[src/rtl/hsvrgb_pkg.sv]
// Package for the HSV to RGB pixel converter.
// Holds fixed-point constants, stage payload types and the hue decode helpers.
// No dependencies; used by every module of the converter.
package hsvrgb_pkg;

  // Fixed-point format of the inputs
  localparam int HUE_FRAC_BITS = 6;
  localparam int SAT_FRAC_BITS = 12;

  // Field widths
  localparam int HUE_W  = 15;
  localparam int SAT_W  = 13;
  localparam int LVL_W  = 8;
  localparam int CHAN_W = 8;

  // Hue units per 60 degree sector; it is 15 * 2^(HUE_FRAC_BITS + 2)
  localparam int HUE_UNIT = 60 << HUE_FRAC_BITS;
  // Saturation of one
  localparam int SAT_ONE  = 1 << SAT_FRAC_BITS;

  // Clamped saturation holds 0..SAT_ONE
  localparam int SATC_W = SAT_FRAC_BITS + 1;
  // Triangle weight t holds 0..HUE_UNIT
  localparam int T_W    = $clog2(HUE_UNIT + 1);
  // Weight sum (one-s)*U + s*t holds 0..SAT_ONE*HUE_UNIT
  localparam int W_W    = SAT_FRAC_BITS + T_W;
  // Level times weight sum, plus half the denominator
  localparam int N_W    = W_W + LVL_W + 1;
  // Level times (one - s)
  localparam int NM_W   = LVL_W + SATC_W;

  // Denominator SAT_ONE*HUE_UNIT = 15 * 2^DEN_SHIFT
  localparam int DEN_SHIFT = SAT_FRAC_BITS + HUE_FRAC_BITS + 2;
  // Scaled numerator before the divide by 15: at most 255*15 + 7
  localparam int M_W = $clog2(255 * 15 + 8);

  // Divide by 15 as multiply by reciprocal; exact for inputs below 23831
  localparam int DIV15_MUL = 17477;
  localparam int DIV15_SH  = 18;
  localparam int DIV15_W   = M_W + 15;

  // Largest multiple of two sectors that a hue can hold
  localparam int HUE_MAX  = (1 << HUE_W) - 1;
  localparam int PAIR_MAX = HUE_MAX / (2 * HUE_UNIT);
  localparam int SEC_LAST = 5;

  // Sector of the hue circle; names give the order of max/mid/min on R, G, B
  typedef enum logic [2:0] {
    SEC_RED_UP   = 3'd0,  // R=max G=mid B=min
    SEC_GRN_DN   = 3'd1,  // R=mid G=max B=min
    SEC_GRN_UP   = 3'd2,  // R=min G=max B=mid
    SEC_BLU_DN   = 3'd3,  // R=min G=mid B=max
    SEC_BLU_UP   = 3'd4,  // R=mid G=min B=max
    SEC_RED_DN   = 3'd5   // R=max G=min B=mid
  } sector_e;

  // Stage 1 to stage 2 payload
  typedef struct packed {
    logic [LVL_W-1:0]  lvl;
    logic [SATC_W-1:0] sat;
    logic [T_W-1:0]    tri_w;
    sector_e           sector;
  } dec_t;

  // Stage 2 to stage 3 payload
  typedef struct packed {
    logic [LVL_W-1:0] lvl;
    logic [W_W-1:0]   wsum;
    logic [NM_W-1:0]  nmin;
    sector_e          sector;
  } wgt_t;

  // Stage 3 to stage 4 payload
  typedef struct packed {
    logic [LVL_W-1:0]  lvl;
    logic [M_W-1:0]    mid_scaled;
    logic [CHAN_W-1:0] vmin;
    sector_e           sector;
  } scl_t;

  // Sector index: number of sector boundaries passed, capped at the last
  function automatic sector_e hue_sector(input logic [HUE_W-1:0] hue);
    logic [2:0] sec;
    sec = 3'd0;
    for (int k = 1; k <= SEC_LAST; k++) begin
      if (32'(hue) >= 32'(k * HUE_UNIT)) begin
        sec = 3'(k);
      end
    end
    return sector_e'(sec);
  endfunction

  // Triangle weight t = U - |(hue mod 2U) - U|
  function automatic logic [T_W-1:0] hue_triangle(input logic [HUE_W-1:0] hue);
    logic [31:0] base;
    logic [31:0] rem;
    base = 32'd0;
    for (int k = 1; k <= PAIR_MAX; k++) begin
      if (32'(hue) >= 32'(k * 2 * HUE_UNIT)) begin
        base = 32'(k * 2 * HUE_UNIT);
      end
    end
    rem = 32'(hue) - base;
    if (rem >= 32'(HUE_UNIT)) begin
      return T_W'(32'(2 * HUE_UNIT) - rem);
    end
    return T_W'(rem);
  endfunction

endpackage

[src/rtl/hsvrgb_decode.sv]
// Stage 1 of the converter: saturation clamp, sector and triangle weight.
// Depends on hsvrgb_pkg.
module hsvrgb_decode (
  input  logic                            clk_i,
  input  logic                            rst_ni,
  input  logic                            valid_i,
  output logic                            ready_o,
  input  logic [hsvrgb_pkg::HUE_W-1:0]    hue_i,
  input  logic [hsvrgb_pkg::SAT_W-1:0]    saturation_i,
  input  logic [hsvrgb_pkg::LVL_W-1:0]    value_level_i,
  output logic                            valid_o,
  input  logic                            ready_i,
  output hsvrgb_pkg::dec_t                data_o
);
  import hsvrgb_pkg::*;

  logic valid_q;
  dec_t data_q, data_d;
  logic load;

  // Stage holds when full and downstream is stalled
  assign ready_o = !valid_q || ready_i;
  assign load    = valid_i && ready_o;

  // Clamp saturation to one, decode hue
  always_comb begin
    data_d.lvl = value_level_i;
    if (32'(saturation_i) > 32'(SAT_ONE)) begin
      data_d.sat = SATC_W'(SAT_ONE);
    end else begin
      data_d.sat = SATC_W'(saturation_i);
    end
    data_d.tri_w  = hue_triangle(hue_i);
    data_d.sector = hue_sector(hue_i);
  end

  always_ff @(posedge clk_i or negedge rst_ni) begin
    if (!rst_ni) begin
      valid_q <= 1'b0;
    end else if (ready_o) begin
      valid_q <= valid_i;
    end
  end

  always_ff @(posedge clk_i) begin
    if (load) begin
      data_q <= data_d;
    end
  end

  assign valid_o = valid_q;
  assign data_o  = data_q;

endmodule

[src/rtl/hsvrgb_weight.sv]
// Stage 2 of the converter: weight sum (1-s)*U + s*t and level*(1-s).
// Depends on hsvrgb_pkg.
module hsvrgb_weight (
  input  logic             clk_i,
  input  logic             rst_ni,
  input  logic             valid_i,
  output logic             ready_o,
  input  hsvrgb_pkg::dec_t data_i,
  output logic             valid_o,
  input  logic             ready_i,
  output hsvrgb_pkg::wgt_t data_o
);
  import hsvrgb_pkg::*;

  logic              valid_q;
  wgt_t              data_q, data_d;
  logic              load;
  logic [SATC_W-1:0] comp;

  assign ready_o = !valid_q || ready_i;
  assign load    = valid_i && ready_o;

  // Constant scale of (1-s) plus one small multiply s*t; level*(1-s) in parallel
  always_comb begin
    comp         = SATC_W'(SAT_ONE) - data_i.sat;
    data_d.lvl   = data_i.lvl;
    data_d.wsum  = W_W'(comp) * W_W'(HUE_UNIT) + W_W'(data_i.sat) * W_W'(data_i.tri_w);
    data_d.nmin  = NM_W'(data_i.lvl) * NM_W'(comp);
    data_d.sector = data_i.sector;
  end

  always_ff @(posedge clk_i or negedge rst_ni) begin
    if (!rst_ni) begin
      valid_q <= 1'b0;
    end else if (ready_o) begin
      valid_q <= valid_i;
    end
  end

  always_ff @(posedge clk_i) begin
    if (load) begin
      data_q <= data_d;
    end
  end

  assign valid_o = valid_q;
  assign data_o  = data_q;

endmodule

[src/rtl/hsvrgb_scale.sv]
// Stage 3 of the converter: level times weight sum, rounding offset, power-of-two
// part of the denominator; also rounds the min channel. Depends on hsvrgb_pkg.
module hsvrgb_scale (
  input  logic             clk_i,
  input  logic             rst_ni,
  input  logic             valid_i,
  output logic             ready_o,
  input  hsvrgb_pkg::wgt_t data_i,
  output logic             valid_o,
  input  logic             ready_i,
  output hsvrgb_pkg::scl_t data_o
);
  import hsvrgb_pkg::*;

  localparam logic [N_W-1:0]    HALF_DEN = N_W'(15) << (DEN_SHIFT - 1);
  localparam logic [NM_W:0]     HALF_ONE = (NM_W + 1)'(SAT_ONE / 2);

  logic            valid_q;
  scl_t            data_q, data_d;
  logic            load;
  logic [N_W-1:0]  num_mid;
  logic [NM_W:0]   num_min;

  assign ready_o = !valid_q || ready_i;
  assign load    = valid_i && ready_o;

  // mid: (N + D/2) >> DEN_SHIFT, still to be divided by 15
  // min: denominator is a power of two, so round with a shift
  always_comb begin
    num_mid            = N_W'(data_i.lvl) * N_W'(data_i.wsum) + HALF_DEN;
    num_min            = (NM_W + 1)'(data_i.nmin) + HALF_ONE;
    data_d.lvl         = data_i.lvl;
    data_d.mid_scaled  = M_W'(num_mid >> DEN_SHIFT);
    data_d.vmin        = CHAN_W'(num_min >> SAT_FRAC_BITS);
    data_d.sector      = data_i.sector;
  end

  always_ff @(posedge clk_i or negedge rst_ni) begin
    if (!rst_ni) begin
      valid_q <= 1'b0;
    end else if (ready_o) begin
      valid_q <= valid_i;
    end
  end

  always_ff @(posedge clk_i) begin
    if (load) begin
      data_q <= data_d;
    end
  end

  assign valid_o = valid_q;
  assign data_o  = data_q;

endmodule

[src/rtl/hsvrgb_route.sv]
// Stage 4 of the converter: divide by 15, saturate, place max/mid/min on R, G, B.
// Output register of the block. Depends on hsvrgb_pkg.
module hsvrgb_route (
  input  logic                                clk_i,
  input  logic                                rst_ni,
  input  logic                                valid_i,
  output logic                                ready_o,
  input  hsvrgb_pkg::scl_t                    data_i,
  output logic                                valid_o,
  input  logic                                ready_i,
  output logic [hsvrgb_pkg::CHAN_W-1:0]       red_o,
  output logic [hsvrgb_pkg::CHAN_W-1:0]       green_o,
  output logic [hsvrgb_pkg::CHAN_W-1:0]       blue_o
);
  import hsvrgb_pkg::*;

  logic                 valid_q;
  logic                 load;
  logic [DIV15_W-1:0]   prod;
  logic [DIV15_W-1:0]   quot;
  logic [CHAN_W-1:0]    vmid;
  logic [CHAN_W-1:0]    red_d, green_d, blue_d;
  logic [CHAN_W-1:0]    red_q, green_q, blue_q;

  assign ready_o = !valid_q || ready_i;
  assign load    = valid_i && ready_o;

  // Divide by 15 via reciprocal, then cap at full scale
  always_comb begin
    prod = DIV15_W'(data_i.mid_scaled) * DIV15_W'(DIV15_MUL);
    quot = prod >> DIV15_SH;
    if (quot > DIV15_W'(255)) begin
      vmid = 8'd255;
    end else begin
      vmid = CHAN_W'(quot);
    end
  end

  // Channel placement per sector
  always_comb begin
    case (data_i.sector)
      SEC_RED_UP: begin
        red_d = data_i.lvl;  green_d = vmid;        blue_d = data_i.vmin;
      end
      SEC_GRN_DN: begin
        red_d = vmid;        green_d = data_i.lvl;  blue_d = data_i.vmin;
      end
      SEC_GRN_UP: begin
        red_d = data_i.vmin; green_d = data_i.lvl;  blue_d = vmid;
      end
      SEC_BLU_DN: begin
        red_d = data_i.vmin; green_d = vmid;        blue_d = data_i.lvl;
      end
      SEC_BLU_UP: begin
        red_d = vmid;        green_d = data_i.vmin; blue_d = data_i.lvl;
      end
      default: begin
        red_d = data_i.lvl;  green_d = data_i.vmin; blue_d = vmid;
      end
    endcase
  end

  always_ff @(posedge clk_i or negedge rst_ni) begin
    if (!rst_ni) begin
      valid_q <= 1'b0;
    end else if (ready_o) begin
      valid_q <= valid_i;
    end
  end

  always_ff @(posedge clk_i) begin
    if (load) begin
      red_q   <= red_d;
      green_q <= green_d;
      blue_q  <= blue_d;
    end
  end

  assign valid_o = valid_q;
  assign red_o   = red_q;
  assign green_o = green_q;
  assign blue_o  = blue_q;

  // The mid channel always lies between min and max
  a_mid_bounded: assert property (@(posedge clk_i) disable iff (!rst_ni)
    valid_i |-> (vmid <= data_i.lvl) && (vmid >= data_i.vmin))
    else $error("mid channel outside min..max");

endmodule

[src/rtl/hsv_to_rgb_pixel_converter_unit.sv]
// HSV to RGB pixel converter, top level.
// Depends on hsvrgb_pkg, hsvrgb_decode, hsvrgb_weight, hsvrgb_scale, hsvrgb_route.

// Converts one HSV pixel (hue in 1/64 degree, saturation in 1/4096, value as a
// 0..255 level) per clock, unless the output is held, into 8-bit RGB, rounded
// half up and saturated. The datapath is a four-stage pipeline (hue decode,
// weight multiply, level multiply, divide-by-15 and channel routing); a request
// passes the register of each stage in turn before it reaches the master side,
// and a new request can be taken every cycle unless the output is held.
// Each stage has its own valid bit and accepts new data when empty or when the
// next stage moves, so bubbles are squeezed out; s_axis_tready is a combinational
// chain from m_axis_tready through the four stages. Saturation above one is
// treated as one; hue of 300 degrees and above uses the last sector.
module hsv_to_rgb_pixel_converter_unit (
  input  logic        clk_i,
  input  logic        rst_ni,
  input  logic        s_axis_tvalid,
  output logic        s_axis_tready,
  input  logic [39:0] s_axis_tdata,   // hue[14:0], saturation[27:15], value_level[35:28]
  output logic        m_axis_tvalid,
  input  logic        m_axis_tready,
  output logic [23:0] m_axis_tdata    // red[7:0], green[15:8], blue[23:16]
);
  import hsvrgb_pkg::*;

  logic dec_valid, dec_ready;
  logic wgt_valid, wgt_ready;
  logic scl_valid, scl_ready;
  dec_t dec_data;
  wgt_t wgt_data;
  scl_t scl_data;
  logic [CHAN_W-1:0] red, green, blue;

  // Stage 1: hue decode
  hsvrgb_decode u_decode (
    .clk_i         (clk_i),
    .rst_ni        (rst_ni),
    .valid_i       (s_axis_tvalid),
    .ready_o       (s_axis_tready),
    .hue_i         (s_axis_tdata[14:0]),
    .saturation_i  (s_axis_tdata[27:15]),
    .value_level_i (s_axis_tdata[35:28]),
    .valid_o       (dec_valid),
    .ready_i       (dec_ready),
    .data_o        (dec_data)
  );

  // Stage 2: weight sum
  hsvrgb_weight u_weight (
    .clk_i   (clk_i),
    .rst_ni  (rst_ni),
    .valid_i (dec_valid),
    .ready_o (dec_ready),
    .data_i  (dec_data),
    .valid_o (wgt_valid),
    .ready_i (wgt_ready),
    .data_o  (wgt_data)
  );

  // Stage 3: level scaling
  hsvrgb_scale u_scale (
    .clk_i   (clk_i),
    .rst_ni  (rst_ni),
    .valid_i (wgt_valid),
    .ready_o (wgt_ready),
    .data_i  (wgt_data),
    .valid_o (scl_valid),
    .ready_i (scl_ready),
    .data_o  (scl_data)
  );

  // Stage 4: final divide and channel routing
  hsvrgb_route u_route (
    .clk_i   (clk_i),
    .rst_ni  (rst_ni),
    .valid_i (scl_valid),
    .ready_o (scl_ready),
    .data_i  (scl_data),
    .valid_o (m_axis_tvalid),
    .ready_i (m_axis_tready),
    .red_o   (red),
    .green_o (green),
    .blue_o  (blue)
  );

  assign m_axis_tdata = {blue, green, red};

  // Input stalls only when every stage is full and the output is held
  a_stall_only_full: assert property (@(posedge clk_i) disable iff (!rst_ni)
    !s_axis_tready |-> dec_valid && wgt_valid && scl_valid && m_axis_tvalid && !m_axis_tready)
    else $error("input stalled while pipeline has room");

  // A taken output always frees the input side
  a_take_frees_input: assert property (@(posedge clk_i) disable iff (!rst_ni)
    m_axis_tvalid && m_axis_tready |-> s_axis_tready && scl_ready && wgt_ready && dec_ready)
    else $error("ready chain broken");

  // Reset empties the pipeline
  a_reset_empty: assert property (@(posedge clk_i)
    !rst_ni |-> !m_axis_tvalid && !dec_valid && !wgt_valid && !scl_valid)
    else $error("pipeline not empty in reset");

endmodule
[config.mk]
export PLATFORM = sky130hd
export DESIGN_NAME = hsv_to_rgb_pixel_converter_unit
export DESIGN_NICKNAME = d
export VERILOG_FILES = /design/src/rtl/hsvrgb_pkg.sv /design/src/rtl/hsvrgb_decode.sv /design/src/rtl/hsvrgb_weight.sv /design/src/rtl/hsvrgb_scale.sv /design/src/rtl/hsvrgb_route.sv /design/src/rtl/hsv_to_rgb_pixel_converter_unit.sv
export SDC_FILE = /design/constraint.sdc
export NUM_CORES = 1
export LEC_CHECK = 0
export ABC_AREA = 1
export BUFFER_PORTS_ARGS = -buffer_cell sky130_fd_sc_hd__clkbuf_2
export CAP_MARGIN = 30
export CORE_MARGIN = 4
export CORE_UTILIZATION = 45
export CTS_CLUSTER_DIAMETER = 200
export DETAILED_ROUTE_END_ITERATION = 7
export PLACE_DENSITY = 0.62
export SYNTH_ARGS = -nofsm -noshare
export SYNTH_HDL_FRONTEND = slang
export SYNTH_SLANG_ARGS = --single-unit
export TNS_END_PERCENT = 50
[constraint.sdc]
create_clock -name clk_i -period 9 [get_ports clk_i]
set_input_delay 0.45 -clock clk_i [delete_from_list [all_inputs] [get_ports clk_i]]
set_output_delay 0.45 -clock clk_i [all_outputs]
set_load 0.02 [all_outputs]
## After elaboration in Yosys (flattened, before gate mapping)

Cells that the tools add are included.

- Muxes and demuxes: 15
- $mul: 5
- Reduce and logical (&&, ||, !) cells: 20
- Equality and inequality tests: 4
- $lt $le $gt $ge: 10
- Add/subtract/negate cells: 6

Operators with widths:

| operator | count |
|---|---|
| $pmux 8 s2 | 3 |
| $ge 15x15->1 const B | 3 |
| $add 32x23->32 const B | 1 |
| $ge 32x12->1 const B | 1 |
| $mul 8x24->32 | 1 |
| $ge 15x14->1 const B | 2 |
| $mux 15 | 2 |
| $mul 12x15->27 const B | 1 |
| $add 24x24->24 | 1 |
| $mul 13x12->24 | 1 |
| $mux 12 | 2 |
| $add 20x12->20 const B | 1 |
| $mul 8x13->20 | 1 |
| $mul 13x4->16 const B | 1 |
| $sub 15x15->16 | 1 |
| $ge 15x12->1 const B | 1 |
| $ge 15x13->1 const B | 1 |
| $mux 14 | 1 |
| $reduce_or 2->1 | 7 |
| $gt 13x13->1 const B | 1 |
| $mux 13 | 1 |
| $sub 13x13->13 const A | 1 |
| $sub 12x12->12 const A | 1 |
| $gt 9x8->1 const B | 1 |
| 10 further kinds | 23 |

- Output and inout bits: 26
- Word-level logic and storage cells: 80
- Input port bits: 44
- Register bits: 150

## Depth between registers and ports, before layout

- Depth after elaboration: 9
- Gate-level depth with buffers: 32

## Modules after synthesis

Synthesis repeated with hierarchy kept, for this count alone.

- Cells, all modules: 3,290
- Area, all modules: 25,672.1 um^2

Modules (own cells, without submodules):

| module | instances | area each (um^2) | cells each | seq. area each (um^2) |
|---|---|---|---|---|
| hsvrgb_weight | 1 | 12,254.3 | 1,510 | 1,706.6 |
| hsvrgb_scale | 1 | 7,838.8 | 1,075 | 955.9 |
| hsvrgb_route | 1 | 3,434.5 | 470 | 745.7 |
| hsvrgb_decode | 1 | 2,144.6 | 235 | 1,106.1 |

## Worst setup path before layout

OpenSTA, ideal clock, no wires.

- Path kind: register to register
- Start point: register u_decode.data_q (netlist bit u_decode.data_o[15])
- End point: register u_weight.data_q (netlist bit u_weight.data_o[40]) (data pin)
- Data arrival time: 6.045 ns
- Setup slack: 2.690 ns
- Library setup time: 0.265 ns
- Stages on the path, launching flop included: 29
- Period minus slack after synthesis: 6.310 ns
- Required time: 8.735 ns
- Cell sequence: edfxtp_1 > inv_2 > nand2_2 > nor2_2 > nand2_1 > nand2_2 > inv_1 > fa_1 > inv_1 > fa_1 > inv_1 > ha_1 > a21oi_1 > nand2_1 > xor2_1 > fa_1 > inv_1 > fa_1 > fa_1 > fa_1 > inv_1 > ha_1 > a21oi_1 > o21ai_0 > inv_1 > nand2_1 > a31oi_1 > o21ai_0 > xor2_1

RTL lines:

| what | RTL line | source |
|---|---|---|
| from (decl) | hsvrgb_decode.sv:18 | `dec_t data_q, data_d;` |
| from (signal assigned) | hsvrgb_decode.sv:47 | `data_q <= data_d;` |
| to (signal assigned) | hsvrgb_weight.sv:42 | `data_q <= data_d;` |
| to (decl) | hsvrgb_weight.sv:16 | `wgt_t data_q, data_d;` |

==> flow_summary.ini <==
[outcome]
status = finished clean

[synth]
yosysMostFrequentCell = inv_1
synth_ff_type = edfxtp_1
seq_area_frac_synth_pct = 17.4
synth_nets = 3600
synthTopCellsByArea = fa_1 30%, edfxtp_1 17%, ha_1 13%
synth_top_cell_area_share_pct = 30.1
ys_warn_count = 0
syn_avg_cell_area_um2 = 8.07
ys_types = 54
synth_edf_count = 135
synthArstFlopShare_pct = 2.88
synth_top_cell_by_area = fa_1
ys_top_cells_by_count = 760 x inv_1, 738 x nand2_1, 358 x fa_1
synthesis.area_um2 = 23800
syn-instance-count = 2953
ys_seq_elements = 139

[timing]
max_freq_ghz = 0.136
fin_worst_skew_ns = 0.0142
worst_pin_slew_ns = 1.05
fin_crit_ns = 7.36
relSlewSlack_pct = 30.1
hold_viol = 0
rsz0062_at_grt = no
setup_tns_ns = 0
slew_viol_final = 0
fin_crit_sh_pct = 81.7
setup_viol = 0

[die]
die_area_um2 = 56700
chipWidth_um = 238
coreArea_um2 = 52400
ios = 70
initial_core_util_pct = 45.4
die_h_um = 238
num_rows = 84

[clocking]
cts_buffers = 17
cts.clk_slew.worst_paths_ns = 0.06
tritoncts = yes
insertion_delay_ns = 0.45
cts_setup_buffers = 0
htree_levels = 4
cts.sinks = 139
cts_root_buf = clkbuf_16
clock_path_buffers = 2
cts_resized = 0

[routing]
drc = 0
dr.pass1.iters = 5
drtAntennaViolNets = 0
drtIter0Drc = 946
vias_per_cell = 5.04
vias = 18500
wl_per_cell_um = 14.9
routed_wl_um = 54700

[min_path]
hold_class = input port to flip-flop

[placement]
port-buffer-count = 65
gp_congestion = 0.893
post-dp-hpwl_um = 45900

[setup_path]
path_class = flip-flop to flip-flop
cp-end-kind = flip-flop
cpPeakStageDelay_ns = 0.78
critPathMostFrequentCell = inv_1
worstPathMaxFanout = 13
worstPathRequired_ns = 9.19
crit_arrival_ns = 7.54
slowest_stage = edfxtp_1
r2r_setup_slack_ns = 1.64
worstSetupStartpointType = flip-flop

[finish]
areaGrowthSynthToFinish_pct = 7.27
fin_nets = 3616
nFillCells = 5098
layout-drive-gt1-share_pct = 4.53
diodes = 0

[job]
drv_cap = 0

[global_route]
first_global_vias = 19500
grt_pass1_wl_um = 93800
antenna_found_initial = 0
grt_overflow_total = 0
grt_max_degree = 45
grt_util_all_layers_pct = 20.1
==> placed cells by master, fill, tap and decap left out, types with 7 or more instances in the layout <==
cell	n
inv_1	760
nand2_1	738
fa_1	358
ha_1	245
nor2_1	158
edfxtp_1	135
a21oi_1	95
nand3_1	86
o21ai_0	68
clkbuf_2	65
xor2_1	43
xnor2_1	28
nand4_1	24
nor3_1	18
clkbuf_16	17
a21o_1	11
a22oi_1	10
o21bai_1	9
a31oi_1	9
o21ai_1	8
buf_16	7
==> what timing repair did <==
item | 4_1_cts | 5_1_grt
hold endpoints to repair | 4 | 0
endpoints found under the setup margin | 0 | 0
hold buffers | 1 | 0
==> per-stage QoR <==
stage	area (um^2)	setup slack, ns	util [%]	instances	hold WS (ns)
finish	25600	1.64	48.7	3670	0.184
global route	25600	1.21	48.7	3670	0.159
CTS	25500	1.63	48.6	3667	0.153
detailed placement	24900	1.67	47.4	3634	0.264
global placement	24700	1.70	47.1	3628	0.259
floorplan	23800	2.69	-	2953	0.154
==> cell families (layout without fill, tap and decap cells) <==
| logic type | Yosys count | after routing | synth area share (%) |
|---|---|---|---|
| DFF | 139 | 139 | 17.4 |
| adders and majority gates | 603 | 603 | 42.9 |
| AOI/OAI and AO/OA | 232 | 232 | 5.50 |
| and+or+nand+nor | 1056 | 1056 | 17.9 |
| buffers and inverters | 851 | 880 | 13.6 |
| xor gates and xnor gates | 72 | 72 | 2.68 |
==> path summary, 6_finish.rpt <==
kind	startpoint	endpoint	depth (start not counted)
worst max-delay path	u_decode.data_o[16]	u_weight.data_o[46]	29
worst min-delay path	s_axis_tdata[28]	u_decode.data_o[28]	1
worst max register to register	u_decode.data_o[16]	u_weight.data_o[46]	29
worst min register to register	u_decode.data_o[2]	u_weight.data_o[2]	0
max in group asynchronous	rst_ni	u_weight.valid_o	2
min in group asynchronous	rst_ni	u_decode.valid_o	2
==> routing by layer <==
layer | up-vias | track usage (%) | share of wire (%)
li1 | 8912 | - | -
met3 | 76 | 2.37 | 3.9
met1 | 9089 | 25.5 | 43
met2 | 410 | 36.4 | 51
met4 | 0 | 5.47 | 2.0
met5 | - | 0 | 0
==> critical path, delay by kind of cell, from the launching register on <==
family                     cells  cell delay, ns
and+or+nand+nor                8            1.44
xor gates and xnor gates       2            0.26
DFF                            1            0.78
buffers and inverters          7            0.70
adders and majority gates      8            3.27
AOI/OAI and AO/OA              4            0.63
==> final cells by class <==
class	count	area, um^2	area share [%]
multi-input cells	1963	16500	64.4
flip-flops and latches	139	4150	16.2
clock buffers	20	447	1.75
well taps	688	861	3.37
clock inverters	12	185	0.724
inverters	771	2900	11.3
repair buffers	77	568	2.22
==> state kept, by name (all words and copies together) (netlist names), 8 cells and up <==
signal	count
u_weight.data_o	44
u_decode.data_o	36
u_scale.data_o	31
u_route.blue_o	8
u_route.green_o	8
u_route.red_o	8
Power is left out: the tool's default activity adds up to more than one toggle a clock period on the data nets, which glitch-free logic cannot reach.
